[src/sv/shc_pkg.sv]
// Package: shared types, constants and SHA-256 helper functions.
`default_nettype none
package shc_pkg;

  localparam int unsigned HashW  = 256;
  localparam int unsigned CountW = 32;
  localparam int unsigned BalW   = 64;
  localparam int unsigned Rounds = 64;
  localparam int unsigned RndW   = 6;

  typedef enum logic {
    ACT_CLEAR = 1'b0,
    ACT_ADD   = 1'b1
  } action_e;

  // Controller to datapath commands.
  typedef struct packed {
    logic clear;     // empty the accumulator
    logic load;      // capture the input item
    logic take;      // first hash becomes running hash; count and sum update
    logic blk_init;  // start compression of the message block
    logic pad_init;  // fold first compression, start the padding block
    logic round;     // run one round
    logic commit;    // chaining value becomes running hash, count and sum update
  } shc_cmd_t;

  // Datapath to controller status.
  typedef struct packed {
    logic hash_zero;
    logic count_zero;
    logic is_add;
    logic last_round;
  } shc_sts_t;

  localparam logic [31:0] RoundK [Rounds] = '{
    32'h428a2f98, 32'h71374491, 32'hb5c0fbcf, 32'he9b5dba5, 32'h3956c25b, 32'h59f111f1,
    32'h923f82a4, 32'hab1c5ed5, 32'hd807aa98, 32'h12835b01, 32'h243185be, 32'h550c7dc3,
    32'h72be5d74, 32'h80deb1fe, 32'h9bdc06a7, 32'hc19bf174, 32'he49b69c1, 32'hefbe4786,
    32'h0fc19dc6, 32'h240ca1cc, 32'h2de92c6f, 32'h4a7484aa, 32'h5cb0a9dc, 32'h76f988da,
    32'h983e5152, 32'ha831c66d, 32'hb00327c8, 32'hbf597fc7, 32'hc6e00bf3, 32'hd5a79147,
    32'h06ca6351, 32'h14292967, 32'h27b70a85, 32'h2e1b2138, 32'h4d2c6dfc, 32'h53380d13,
    32'h650a7354, 32'h766a0abb, 32'h81c2c92e, 32'h92722c85, 32'ha2bfe8a1, 32'ha81a664b,
    32'hc24b8b70, 32'hc76c51a3, 32'hd192e819, 32'hd6990624, 32'hf40e3585, 32'h106aa070,
    32'h19a4c116, 32'h1e376c08, 32'h2748774c, 32'h34b0bcb5, 32'h391c0cb3, 32'h4ed8aa4a,
    32'h5b9cca4f, 32'h682e6ff3, 32'h748f82ee, 32'h78a5636f, 32'h84c87814, 32'h8cc70208,
    32'h90befffa, 32'ha4506ceb, 32'hbef9a3f7, 32'hc67178f2
  };

  localparam logic [255:0] InitH =
    256'h6a09e667_bb67ae85_3c6ef372_a54ff53a_510e527f_9b05688c_1f83d9ab_5be0cd19;

  // Padding block for a 64-byte message.
  localparam logic [511:0] PadBlk = {32'h80000000, 448'd0, 32'd512};

  function automatic logic [31:0] rotr(input logic [31:0] x, input int unsigned n);
    rotr = (x >> n) | (x << (32 - n));
  endfunction

  function automatic logic [31:0] ssig0(input logic [31:0] x);
    ssig0 = rotr(x, 7) ^ rotr(x, 18) ^ (x >> 3);
  endfunction

  function automatic logic [31:0] ssig1(input logic [31:0] x);
    ssig1 = rotr(x, 17) ^ rotr(x, 19) ^ (x >> 10);
  endfunction

  function automatic logic [31:0] bsig0(input logic [31:0] x);
    bsig0 = rotr(x, 2) ^ rotr(x, 13) ^ rotr(x, 22);
  endfunction

  function automatic logic [31:0] bsig1(input logic [31:0] x);
    bsig1 = rotr(x, 6) ^ rotr(x, 11) ^ rotr(x, 25);
  endfunction

endpackage
`default_nettype wire

[src/sv/shc_ctrl.sv]
// Controller: sequences load and, for a chaining add, two compressions and commit.
`default_nettype none
module shc_ctrl import shc_pkg::*; (
  input  logic     clk_i,
  input  logic     rst_ni,
  input  logic     in_fire_i,
  input  logic     out_busy_i,
  input  shc_sts_t sts_i,
  output shc_cmd_t cmd_o,
  output logic     in_ready_o,
  output logic     res_valid_o
);

  typedef enum logic [2:0] {
    S_IDLE, S_DECIDE, S_BLK, S_PAD, S_FOLD2, S_DONE
  } state_e;

  state_e state_q, state_d;

  always_comb begin
    state_d = state_q;
    cmd_o   = '0;
    cmd_o.load = in_fire_i;
    unique case (state_q)
      S_IDLE: begin
        if (in_fire_i) state_d = S_DECIDE;
      end
      S_DECIDE: begin
        if (!sts_i.is_add) begin
          cmd_o.clear = 1'b1;
          state_d = S_DONE;
        end else if (sts_i.hash_zero) begin
          state_d = S_DONE;
        end else if (sts_i.count_zero) begin
          cmd_o.take = 1'b1;
          state_d = S_DONE;
        end else begin
          cmd_o.blk_init = 1'b1;
          state_d = S_BLK;
        end
      end
      S_BLK: begin
        cmd_o.round = 1'b1;
        if (sts_i.last_round) state_d = S_PAD;
      end
      S_PAD: begin
        cmd_o.pad_init = 1'b1;
        state_d = S_FOLD2;
      end
      S_FOLD2: begin
        cmd_o.round = 1'b1;
        if (sts_i.last_round) begin
          cmd_o.commit = 1'b1;
          state_d = S_DONE;
        end
      end
      S_DONE: begin
        if (!out_busy_i) state_d = S_IDLE;
      end
      default: state_d = S_IDLE;
    endcase
  end

  always_ff @(posedge clk_i or negedge rst_ni) begin
    if (!rst_ni) begin
      state_q <= S_IDLE;
    end else begin
      state_q <= state_d;
    end
  end

  assign in_ready_o  = (state_q == S_IDLE);
  assign res_valid_o = (state_q == S_DONE) && !out_busy_i;

`ifndef SYNTHESIS
  a_fire_idle: assert property (@(posedge clk_i) disable iff (!rst_ni)
    in_fire_i |-> state_q == S_IDLE) else $error("accept outside idle");
  a_round_busy: assert property (@(posedge clk_i) disable iff (!rst_ni)
    cmd_o.round |-> (state_q == S_BLK || state_q == S_FOLD2)) else $error("stray round");
  a_one_init: assert property (@(posedge clk_i) disable iff (!rst_ni)
    !(cmd_o.blk_init && cmd_o.pad_init)) else $error("double init");
`endif

endmodule
`default_nettype wire

[src/sv/shc_datapath.sv]
// Datapath: input capture, SHA-256 round engine, state registers.
`default_nettype none
module shc_datapath import shc_pkg::*; (
  input  logic              clk_i,
  input  logic              rst_ni,
  input  shc_cmd_t          cmd_i,
  input  logic              action_i,
  input  logic [HashW-1:0]  hash_i,
  input  logic [BalW-1:0]   balance_i,
  output shc_sts_t          sts_o,
  output logic [HashW-1:0]  sum_o,
  output logic [CountW-1:0] count_o,
  output logic [BalW-1:0]   total_o
);

  logic              act_q;
  logic [HashW-1:0]  new_q;
  logic [BalW-1:0]   bal_q;
  logic [HashW-1:0]  run_q;
  logic [CountW-1:0] cnt_q;
  logic [BalW-1:0]   tot_q;
  logic [255:0]      hv_q;     // chaining value
  logic [255:0]      wv_q;     // a..h
  logic [511:0]      sched_q;  // 16-word window, word 0 on top
  logic [RndW-1:0]   rnd_q;

  logic [31:0] a, b, c, d, e, f, g, h, wt, t1, t2, wn;
  logic [255:0] hv_sum;

  always_comb begin
    {a, b, c, d, e, f, g, h} = wv_q;
    wt = sched_q[511 -: 32];
    t1 = h + bsig1(e) + ((e & f) ^ (~e & g)) + RoundK[rnd_q] + wt;
    t2 = bsig0(a) + ((a & b) ^ (a & c) ^ (b & c));
    wn = sched_q[511 -: 32] + ssig0(sched_q[479 -: 32]) + sched_q[223 -: 32]
       + ssig1(sched_q[63 -: 32]);
    for (int i = 0; i < 8; i++) begin
      hv_sum[i*32 +: 32] = hv_q[i*32 +: 32] + wv_q[i*32 +: 32];
    end
  end

  function automatic logic [255:0] hv_sum_last();
    logic [255:0] nv, r;
    nv = {t1 + t2, a, b, c, d + t1, e, f, g};
    for (int i = 0; i < 8; i++) begin
      r[i*32 +: 32] = hv_q[i*32 +: 32] + nv[i*32 +: 32];
    end
    return r;
  endfunction

  always_ff @(posedge clk_i) begin
    if (cmd_i.load) begin
      act_q <= action_i;
      new_q <= hash_i;
      bal_q <= balance_i;
    end
    if (cmd_i.blk_init) begin
      hv_q    <= InitH;
      wv_q    <= InitH;
      sched_q <= {run_q, new_q};
      rnd_q   <= '0;
    end else if (cmd_i.pad_init) begin
      hv_q    <= hv_sum;
      wv_q    <= hv_sum;
      sched_q <= PadBlk;
      rnd_q   <= '0;
    end else if (cmd_i.round) begin
      wv_q    <= {t1 + t2, a, b, c, d + t1, e, f, g};
      sched_q <= {sched_q[479:0], wn};
      rnd_q   <= rnd_q + 1'b1;
    end
  end

  always_ff @(posedge clk_i or negedge rst_ni) begin
    if (!rst_ni) begin
      run_q <= '0;
      cnt_q <= '0;
      tot_q <= '0;
    end else if (cmd_i.clear) begin
      run_q <= '0;
      cnt_q <= '0;
      tot_q <= '0;
    end else if (cmd_i.take || cmd_i.commit) begin
      // commit fires with the last round pending; fold it in here
      run_q <= cmd_i.take ? new_q : hv_sum_last();
      cnt_q <= (&cnt_q) ? cnt_q : cnt_q + 1'b1;
      tot_q <= tot_q + bal_q;
    end
  end

  assign sts_o.hash_zero  = (new_q == '0);
  assign sts_o.count_zero = (cnt_q == '0);
  assign sts_o.is_add     = (act_q == ACT_ADD);
  assign sts_o.last_round = (&rnd_q);
  assign sum_o   = run_q;
  assign count_o = cnt_q;
  assign total_o = tot_q;

`ifndef SYNTHESIS
  a_cnt_sat: assert property (@(posedge clk_i) disable iff (!rst_ni)
    (&cnt_q) && !cmd_i.clear |=> (&cnt_q)) else $error("count left saturation");
  a_empty_zero: assert property (@(posedge clk_i) disable iff (!rst_ni)
    (cnt_q == '0) |-> (run_q == '0)) else $error("hash set while empty");
  a_clear: assert property (@(posedge clk_i) disable iff (!rst_ni)
    cmd_i.clear |=> (cnt_q == '0 && tot_q == '0)) else $error("clear failed");
`endif

endmodule
`default_nettype wire

[src/sv/sha256_hash_chain_accumulator_top.sv]
// Top level: SHA-256 hash chain accumulator with stream ports.
// Each request is handled alone. A clear, a zero-hash add or the first
// nonzero hash goes from accept to result with no compression; a chaining
// add runs on one shared SHA-256 round unit, 64 rounds for the message
// block and 64 for the padding block. A result sits in an output
// register; the next request is accepted as soon as it has been loaded
// there, even while the result waits for m_axis_tready_i.
// Output hash is zero while the entry count is zero.
`default_nettype none
module sha256_hash_chain_accumulator_top import shc_pkg::*; (
  input  logic         clk_i,
  input  logic         rst_ni,
  input  logic         s_axis_tvalid_i,
  output logic         s_axis_tready_o,
  input  logic [319:0] s_axis_tdata_i,  // hash_w0, hash_w1, hash_w2, hash_w3, balance
  input  logic         s_axis_tuser_i,  // action
  output logic         m_axis_tvalid_o,
  input  logic         m_axis_tready_i,
  output logic [351:0] m_axis_tdata_o   // sum_w0..sum_w3, entry_count, balance_total
);

  shc_cmd_t cmd;
  shc_sts_t sts;
  logic in_fire, res_valid, out_busy;
  logic [HashW-1:0]  sum;
  logic [CountW-1:0] cnt;
  logic [BalW-1:0]   tot;
  logic         ovalid_q;
  logic [351:0] odata_q;

  assign in_fire  = s_axis_tvalid_i && s_axis_tready_o;
  assign out_busy = ovalid_q && !m_axis_tready_i;

  shc_ctrl u_ctrl (
    .clk_i, .rst_ni,
    .in_fire_i(in_fire), .out_busy_i(out_busy), .sts_i(sts),
    .cmd_o(cmd), .in_ready_o(s_axis_tready_o), .res_valid_o(res_valid)
  );

  // hash_w0 becomes the top 64 bits of the 256-bit hash
  shc_datapath u_dp (
    .clk_i, .rst_ni, .cmd_i(cmd),
    .action_i(s_axis_tuser_i),
    .hash_i({s_axis_tdata_i[63:0], s_axis_tdata_i[127:64],
             s_axis_tdata_i[191:128], s_axis_tdata_i[255:192]}),
    .balance_i(s_axis_tdata_i[319:256]),
    .sts_o(sts), .sum_o(sum), .count_o(cnt), .total_o(tot)
  );

  always_ff @(posedge clk_i or negedge rst_ni) begin
    if (!rst_ni) begin
      ovalid_q <= 1'b0;
    end else if (res_valid) begin
      ovalid_q <= 1'b1;
    end else if (m_axis_tready_i) begin
      ovalid_q <= 1'b0;
    end
  end

  always_ff @(posedge clk_i) begin
    if (res_valid) begin
      odata_q <= {tot, cnt, sum[63:0], sum[127:64], sum[191:128], sum[255:192]};
    end
  end

  assign m_axis_tvalid_o = ovalid_q;
  assign m_axis_tdata_o  = odata_q;

`ifndef SYNTHESIS
  a_hold: assert property (@(posedge clk_i) disable iff (!rst_ni)
    m_axis_tvalid_o && !m_axis_tready_i |=> m_axis_tvalid_o && $stable(m_axis_tdata_o))
    else $error("output dropped while stalled");
  a_no_overrun: assert property (@(posedge clk_i) disable iff (!rst_ni)
    res_valid |-> !out_busy) else $error("result overwrote pending output");
  a_res_out: assert property (@(posedge clk_i) disable iff (!rst_ni)
    res_valid |=> m_axis_tvalid_o) else $error("result not presented");
`endif

endmodule
`default_nettype wire
[config.mk]
export PLATFORM = sky130hd
export DESIGN_NAME = sha256_hash_chain_accumulator_top
export DESIGN_NICKNAME = d
export VERILOG_FILES = /design/src/sv/shc_pkg.sv /design/src/sv/shc_ctrl.sv /design/src/sv/shc_datapath.sv /design/src/sv/sha256_hash_chain_accumulator_top.sv
export SDC_FILE = /design/constraint.sdc
export NUM_CORES = 2
export LEC_CHECK = 0
export BUFFER_PORTS_ARGS = -buffer_cell sky130_fd_sc_hd__buf_4
export CAP_MARGIN = 20
export CORE_UTILIZATION = 51
export CTS_BUF_LIST = sky130_fd_sc_hd__clkbuf_2 sky130_fd_sc_hd__clkbuf_4 sky130_fd_sc_hd__clkbuf_8
export CTS_CLUSTER_DIAMETER = 60
export CTS_CLUSTER_SIZE = 14
export DETAILED_ROUTE_END_ITERATION = 8
export PLACE_DENSITY = 0.68
export SLEW_MARGIN = 20
export SYNTH_ARGS = -nofsm -noshare
export SYNTH_HDL_FRONTEND = slang
export SYNTH_SLANG_ARGS = --single-unit
[constraint.sdc]
create_clock -name clk_i -period 52.2 [get_ports clk_i]
set_clock_uncertainty 0.15 [all_clocks]
set_input_delay 7.83 -clock clk_i [delete_from_list [all_inputs] [get_ports clk_i]]
set_output_delay 7.83 -clock clk_i [all_outputs]
set_load 0.01 [all_outputs]
## After elaboration in Yosys (flattened, before gate mapping)

Memories as Yosys holds them, arrays and structs flattened.
Cells that the tools add are included.

| cells by class | value |
|---|---|
| add/subtract/negate cells | 29 |
| magnitude comparators | 1 |
| equal/unequal tests | 10 |
| mux-type cells | 36 |
| bitwise operators | 28 |
| reduce and logical (&&, ||, !) cells | 19 |

Operator list:

| cell | number |
|---|---|
| two-way mux 512 bit | 3 |
| two-way mux 256 bit | 5 |
| adder 32 bit | 26 |
| XOR 32 bit | 9 |
| zero test 256 bit | 1 |
| bitwise AND 32 bit | 5 |
| two-way mux 32 bit | 5 |
| two-way mux 64 bit | 2 |
| adder 64 bit | 1 |
| adder 32 x 1 -> 32 bit (second input constant) | 1 |
| zero test 32 bit | 1 |
| NOT 32 bit | 1 |
| bitwise OR 10 x 32 -> 32 bit | 1 |
| bitwise OR 13 x 32 -> 32 bit | 1 |
| bitwise OR 14 x 32 -> 32 bit | 1 |
| bitwise OR 15 x 32 -> 32 bit | 1 |
| bitwise OR 19 x 32 -> 32 bit | 1 |
| bitwise OR 21 x 32 -> 32 bit | 1 |
| bitwise OR 25 x 32 -> 32 bit | 1 |
| bitwise OR 26 x 32 -> 32 bit | 1 |
| bitwise OR 30 x 32 -> 32 bit | 1 |
| bitwise OR 7 x 32 -> 32 bit | 1 |
| AND reduction 32 bit | 1 |
| XOR 32 x 22 -> 32 bit | 1 |
| 23 further kinds | 51 |

| word-level totals | value |
|---|---|
| bits in registers | 2059 |
| bits in read-only memories | 2048 |
| bits of input ports | 325 |
| output and inout port bits | 354 |
| logic and storage cells | 137 |
| memories | 1 |

Memory list:

| memory | words | bits a word | read ports | clocked after memory_dff | wr ports | RTL line | text |
|---|---|---|---|---|---|---|---|
| (no name shown) | 64 | 32 | 1 | 0 | 0 | shc_datapath.sv:33 | `t1 = h + bsig1(e) + ((e & f) ^ (~e & g)) + RoundK[rnd_q] + wt;` |

## Depth between registers and ports, before layout

| logic depth | value |
|---|---|
| word-level depth | 12 |
| depth in mapped cells | 50 |
| depth with buffers taken out | 48 |

## Modules after synthesis

Synthesis repeated with hierarchy kept, for this count alone.

| second synthesis, totals | value |
|---|---|
| cells, all modules | 11591 |
| area, all modules | 119510.9 um^2 |

By module, submodules not included:

| module | times used | cells each | area each (um^2) | sequential area each (um^2) |
|---|---|---|---|---|
| shc_datapath | 1 | 11199 | 108590.4 | 44192.4 |
| sha256_hash_chain_accumulator_top | 1 | 356 | 10621.4 | 10595.2 |
| shc_ctrl | 1 | 36 | 299.0 | 75.1 |

## Least setup slack after synthesis

No wires, ideal clock.

| timing | value |
|---|---|
| kind | reg-to-reg |
| start | register u_dp.cnt_q[0] (netlist: u_dp.count_o[0]) |
| end | register u_dp.wv_q[2] |
| data arrival time | 16253 ps |
| data required time | 51308 ps |
| setup slack | 35055 ps |
| cell stages (with the launch flop) | 13 |
| path buffers | 2 |
| clock period less this slack | 17145 ps |
| path through | dfrtp_1 inv_1 ha_1 nor4b_1 nand4_1 nor2_1 nand3b_1 nor2_1 nor2_1 inv_1 clkbuf_1 clkbuf_1 o21ai_0 |

| on the way | value |
|---|---|
| cells in the longest elaborated chain, start to end | 5 |

RTL lines:

| what | RTL line | text |
|---|---|---|
| start, declared | shc_datapath.sv:20 | `logic [CountW-1:0] cnt_q;` |
| start signal, assigned | shc_datapath.sv:86 | `cnt_q <= (&cnt_q) ? cnt_q : cnt_q + 1'b1;` |
| zero test 32 bit | shc_datapath.sv:92 | `assign sts_o.count_zero = (cnt_q == '0);` |
| two-way mux 1 bit | shc_ctrl.sv:34 | `end else if (sts_i.count_zero) begin` |
| two-way mux 2 bit | shc_ctrl.sv:32 | `end else if (sts_i.hash_zero) begin` |
| two-way mux 2 bit | shc_ctrl.sv:29 | `if (!sts_i.is_add) begin` |
| two-way mux 2 bit | shc_ctrl.sv:24 | `unique case (state_q)` |
| end signal, assigned | shc_datapath.sv:59 | `wv_q <= InitH;` |
| end signal, assigned | shc_datapath.sv:64 | `wv_q <= hv_sum;` |
| end signal, assigned | shc_datapath.sv:68 | `wv_q <= {t1 + t2, a, b, c, d + t1, e, f, g};` |
| end, declared | shc_datapath.sv:23 | `logic [255:0] wv_q;` |

Every way passes these cells.
A chain may end at the register's enable or synchronous reset.

## Worst setup path after layout

| timing | value |
|---|---|
| start | register u_dp.rnd_q[0] |
| end | register u_dp.run_q[255] (netlist: u_dp.sum_o[255]) |

| on the way | value |
|---|---|
| cells in the longest elaborated chain, start to end | 11 |
| elaborated cells on any way between the ends | 16 |

RTL lines:

| what | RTL line | text |
|---|---|---|
| start, declared | shc_datapath.sv:25 | `logic [RndW-1:0] rnd_q;` |
| start signal, assigned | shc_datapath.sv:70 | `rnd_q <= rnd_q + 1'b1;` |
| NOT 6 -> 7 bit (not written as such) | shc_datapath.sv:33 |  |
| memory (64 x 32 bit) | -- |  |
| two-way mux 32 bit (not written as such) (2 in series) | shc_datapath.sv:33 |  |
| adder 32 bit (2 in series) | shc_datapath.sv:33 |  |
| adder 32 bit | shc_datapath.sv:44 | `nv = {t1 + t2, a, b, c, d + t1, e, f, g};` |
| adder 32 bit | shc_datapath.sv:46 | `r[i*32 +: 32] = hv_q[i*32 +: 32] + nv[i*32 +: 32];` |
| two-way mux 256 bit | shc_datapath.sv:85 | `run_q <= cmd_i.take ? new_q : hv_sum_last();` |
| two-way mux 256 bit | shc_datapath.sv:83 | `end else if (cmd_i.take \|\| cmd_i.commit) begin` |
| two-way mux 256 bit | shc_datapath.sv:79 | `end else if (cmd_i.clear) begin` |
| end signal, assigned | shc_datapath.sv:85 |  |
| end, declared | shc_datapath.sv:19 | `logic [HashW-1:0] run_q;` |

Parallel ways exist; a longest one is shown, timed or not. The select of a mux whose other input is x is not followed.

==> results by group <==
Run status
  • Status: finished with violations
  • Failing checks: DRC

Detailed routing
  • Routed Antenna Nets: 0
  • Drt wl/cell: 33.5 um
  • DR iter-0 viols: approximately 16000
  • Vias: 107000
  • TritonRoute pass-1 iters: 9
  • Post-DR vias/cell: between 6 and 7
  • Final WL: around 550 mm
  • # DRC: 18

Yosys
  • Post-synthesis register bit count: about 2100
  • EDFF count, synth: roughly 1200
  • Synth unique cells: 98
  • Synth warnings: 0
  • Post-Syn Instances: around 13000
  • Post-synth top area share: roughly 30%
  • Synthesized area: roughly 120000 um^2
  • Syn_nets: between 10000 and 15000
  • Most common library cells after synthesis: 2051 x nand2_1, 1185 x edfxtp_1, 880 x a21oi_1
  • Post-synth ARST share: ~17%
  • Top cells by area, synth: edfxtp_1 30%, dfxtp_1 8.6%, dfrtp_1 7.4%
  • Syn_area_per_cell: 9.52 um^2
  • Count leader, synth: nand2_1
  • Area leader, netlist: edfxtp_1
  • Top_reg_cell synth: edfxtp_1
  • Sequential area share after synthesis: 45.7%

Clocking
  • CTS clk-pin slew, worst paths: 100 ps
  • Clk root buf: clkbuf_8
  • H-tree Lvls: 4
  • Sink Count: 2059
  • Clock latency on the worst-skew pair: between 1000 and 1500 ps
  • CTS max path bufs: 3
  • Clock tree from TritonCTS: done
  • CTS buffer count: about 190
  • Number of setup buffers added after CTS: 0
  • Cts hold-fix bufs: 0
  • Post-CTS Resized: 0

Setup path
  • Slowest stage delay, CP: ~770 ps
  • Critical path arrival: roughly 13000 ps
  • Critical path startpoint category: flop
  • Reg-to-reg endpoint: u_dp.sum_o[255]
  • Required time worst endpoint: ~53000 ps
  • CP max FO: 31
  • R2R cell count: 46
  • Crit end category: flop
  • FF-to-FF setup slack: between 30000 and 40000 ps
  • Worst R2R Start: u_dp.rnd_q[0]
  • CP delay by family, top: compound AO/OA/AOI/OAI gates
  • Kind of critical path: flop to flop
  • CP max-delay cell: o21ai_0
  • Buf/Inv on CP: 7
  • Critical path's most frequent cell: fa_1

STA
  • Fin crit period: 12690 ps
  • Max-slew violation count: 0
  • Final setup violating endpoints: 0
  • Setup TNS: 0 ps
  • RSZ-0062 raised after global routing: false
  • Tightest Pin Transition: between 1000 and 1500 ps
  • Slew headroom: approximately 10%
  • Final Hold Fails: 0
  • Maximum clock frequency: approximately 80 MHz
  • Post-route clock period utilization: roughly a quarter

GRT
  • Initial antenna violation count: 59
  • GRT Util Overall: between 40 and 50%
  • Global-route wire length before repair: approximately 750 mm
  • Number of global-route vias before repair: between 90000 and 100k
  • Gr ovfl total: 0
  • Largest net degree at the start of global routing: 195

Cells and area
  • Layout fillers: just over 20000
  • Share of cells above drive strength 1: between 10% and 20%
  • Nets: approximately 14000
  • Synth-to-Final Area Change: 10.4%
  • Cell Count, Final, Fillers Out: between 15000 and 20000

Floorplan
  • I/O pins: 679
  • Core region area: between 200000 and 250000 um^2
  • Row count: ~180
  • Die Height: just under 500 um
  • Die Wd: 487 um
  • Initial core utilization: roughly half
  • Total Die Area: ~240000 um^2

Placement
  • HPWL after DPL: 420 mm
  • IO buf count: around 680
  • Placed cells: 15900
  • GP Congestion: 1.03

Run
  • Number of max-cap violations: 0

Min path
  • Type of the worst min-delay path: flop to flop
  • Worst Hold Path EP: m_axis_tdata_o[113]
  • WHS Path Cells: 0
  • Hold_sp: u_dp.sum_o[177]
per-stage QoR:
step           setup WS (ps)  hold slack [ps]  utilization (%)  cell area (um^2)
5_1_grt                38760              267             56.8            133000
2_1_floorplan          35060              275                -            120000
3_5_place_dp           39820              303             54.9            128000
4_1_cts                39700              244             56.8            132000
6_report               39510              246             56.8            133000
3_3_place_gp           39780              287             54.9            128000
state kept, by name (all words and copies together), names as in the netlist:
register and flops:
u_dp.new_q 256, u_dp.bal_q 64, u_dp.sched_q 512, u_dp.count_o 32, u_dp.wv_q 256, u_dp.hv_q 256
u_dp.rnd_q 6, u_ctrl.state_q 3, u_dp.sum_o 256, m_axis_tdata_o 352, u_dp.total_o 64, u_dp.act_q 1
m_axis_tvalid_o 1
cells in the final DEF, fill, tap and decap left out, types with 32 or more instances in the layout:
master    instances
a211oi_1        117
a21o_1          345
a21oi_1         879
a22oi_1          37
a311oi_1         78
a31oi_1         104
and2_1           32
and3_1           94
buf_4           831
clkbuf_4         91
clkbuf_8        206
dfrtp_1         356
dfxtp_1         514
diode_2          34
edfxtp_1       1185
fa_1            204
ha_1            710
inv_1           416
mux2i_1          88
nand2_1        2049
nand2b_1        111
nand3_1         715
nand4_1          71
nor2_1          801
nor2b_1         117
nor3_1          186
nor4_1           84
o211ai_1         79
o21a_1          108
o21ai_0         713
o21ai_1          91
o21bai_1         91
o221ai_1         45
o22ai_1          68
o31ai_1          56
or3_1            63
xnor2_1         556
xor2_1          270
layer usage:
layer | up-vias | share of wire [%] | global-route usage [%]
met5 | - | 0.033 | 0
met4 | 28 | 7.8 | 28.6
met3 | 1408 | 14 | 14.5
met2 | 7479 | 40 | 62.8
met1 | 52400 | 38 | 59.2
li1 | 45900 | - | -
cell families after synthesis:
| family | synth area share (%) |
|---|---|
| compound gates | 16.4 |
| xor+xnor | 6.10 |
| fa+ha+maj | 11.0 |
| buf+inv | 3.41 |
| flops | 45.7 |
| mux | 0.968 |
| simple gates | 16.4 |
worst max-delay path by stage:
stage / to / slack, ps / start / cells past startpoint
after detailed placement: u_dp.sum_o[255] / 39820 / u_dp.rnd_q[0] / 46
after global placement: u_dp.sum_o[255] / 39780 / u_dp.rnd_q[0] / 46
after floorplan: u_dp.wv_q[2] / 35060 / u_dp.count_o[0] / 12
after CTS: u_dp.sum_o[255] / 39700 / u_dp.rnd_q[0] / 46
after global routing: u_dp.sum_o[255] / 38760 / u_dp.rnd_q[0] / 46
final: u_dp.sum_o[255] / 39510 / u_dp.rnd_q[0] / 46
area by class of cell:
| cell class | count | area (um^2) | share of cell area (%) |
|---|---|---|---|
| multi-input cells | 9457 | 61400 | 46.3 |
| flip-flops and latches | 2059 | 54900 | 41.4 |
| repair buffers | 842 | 6420 | 4.84 |
| well taps | 3132 | 3920 | 2.96 |
| clock buffers | 297 | 3520 | 2.65 |
| inverters | 422 | 1590 | 1.20 |
| clock inverters | 64 | 817 | 0.616 |
| diodes | 34 | 85.1 | 0.0642 |
Power is left out: the tool's default activity adds up to more than one toggle a clock period on the data nets, which glitch-free logic cannot reach.
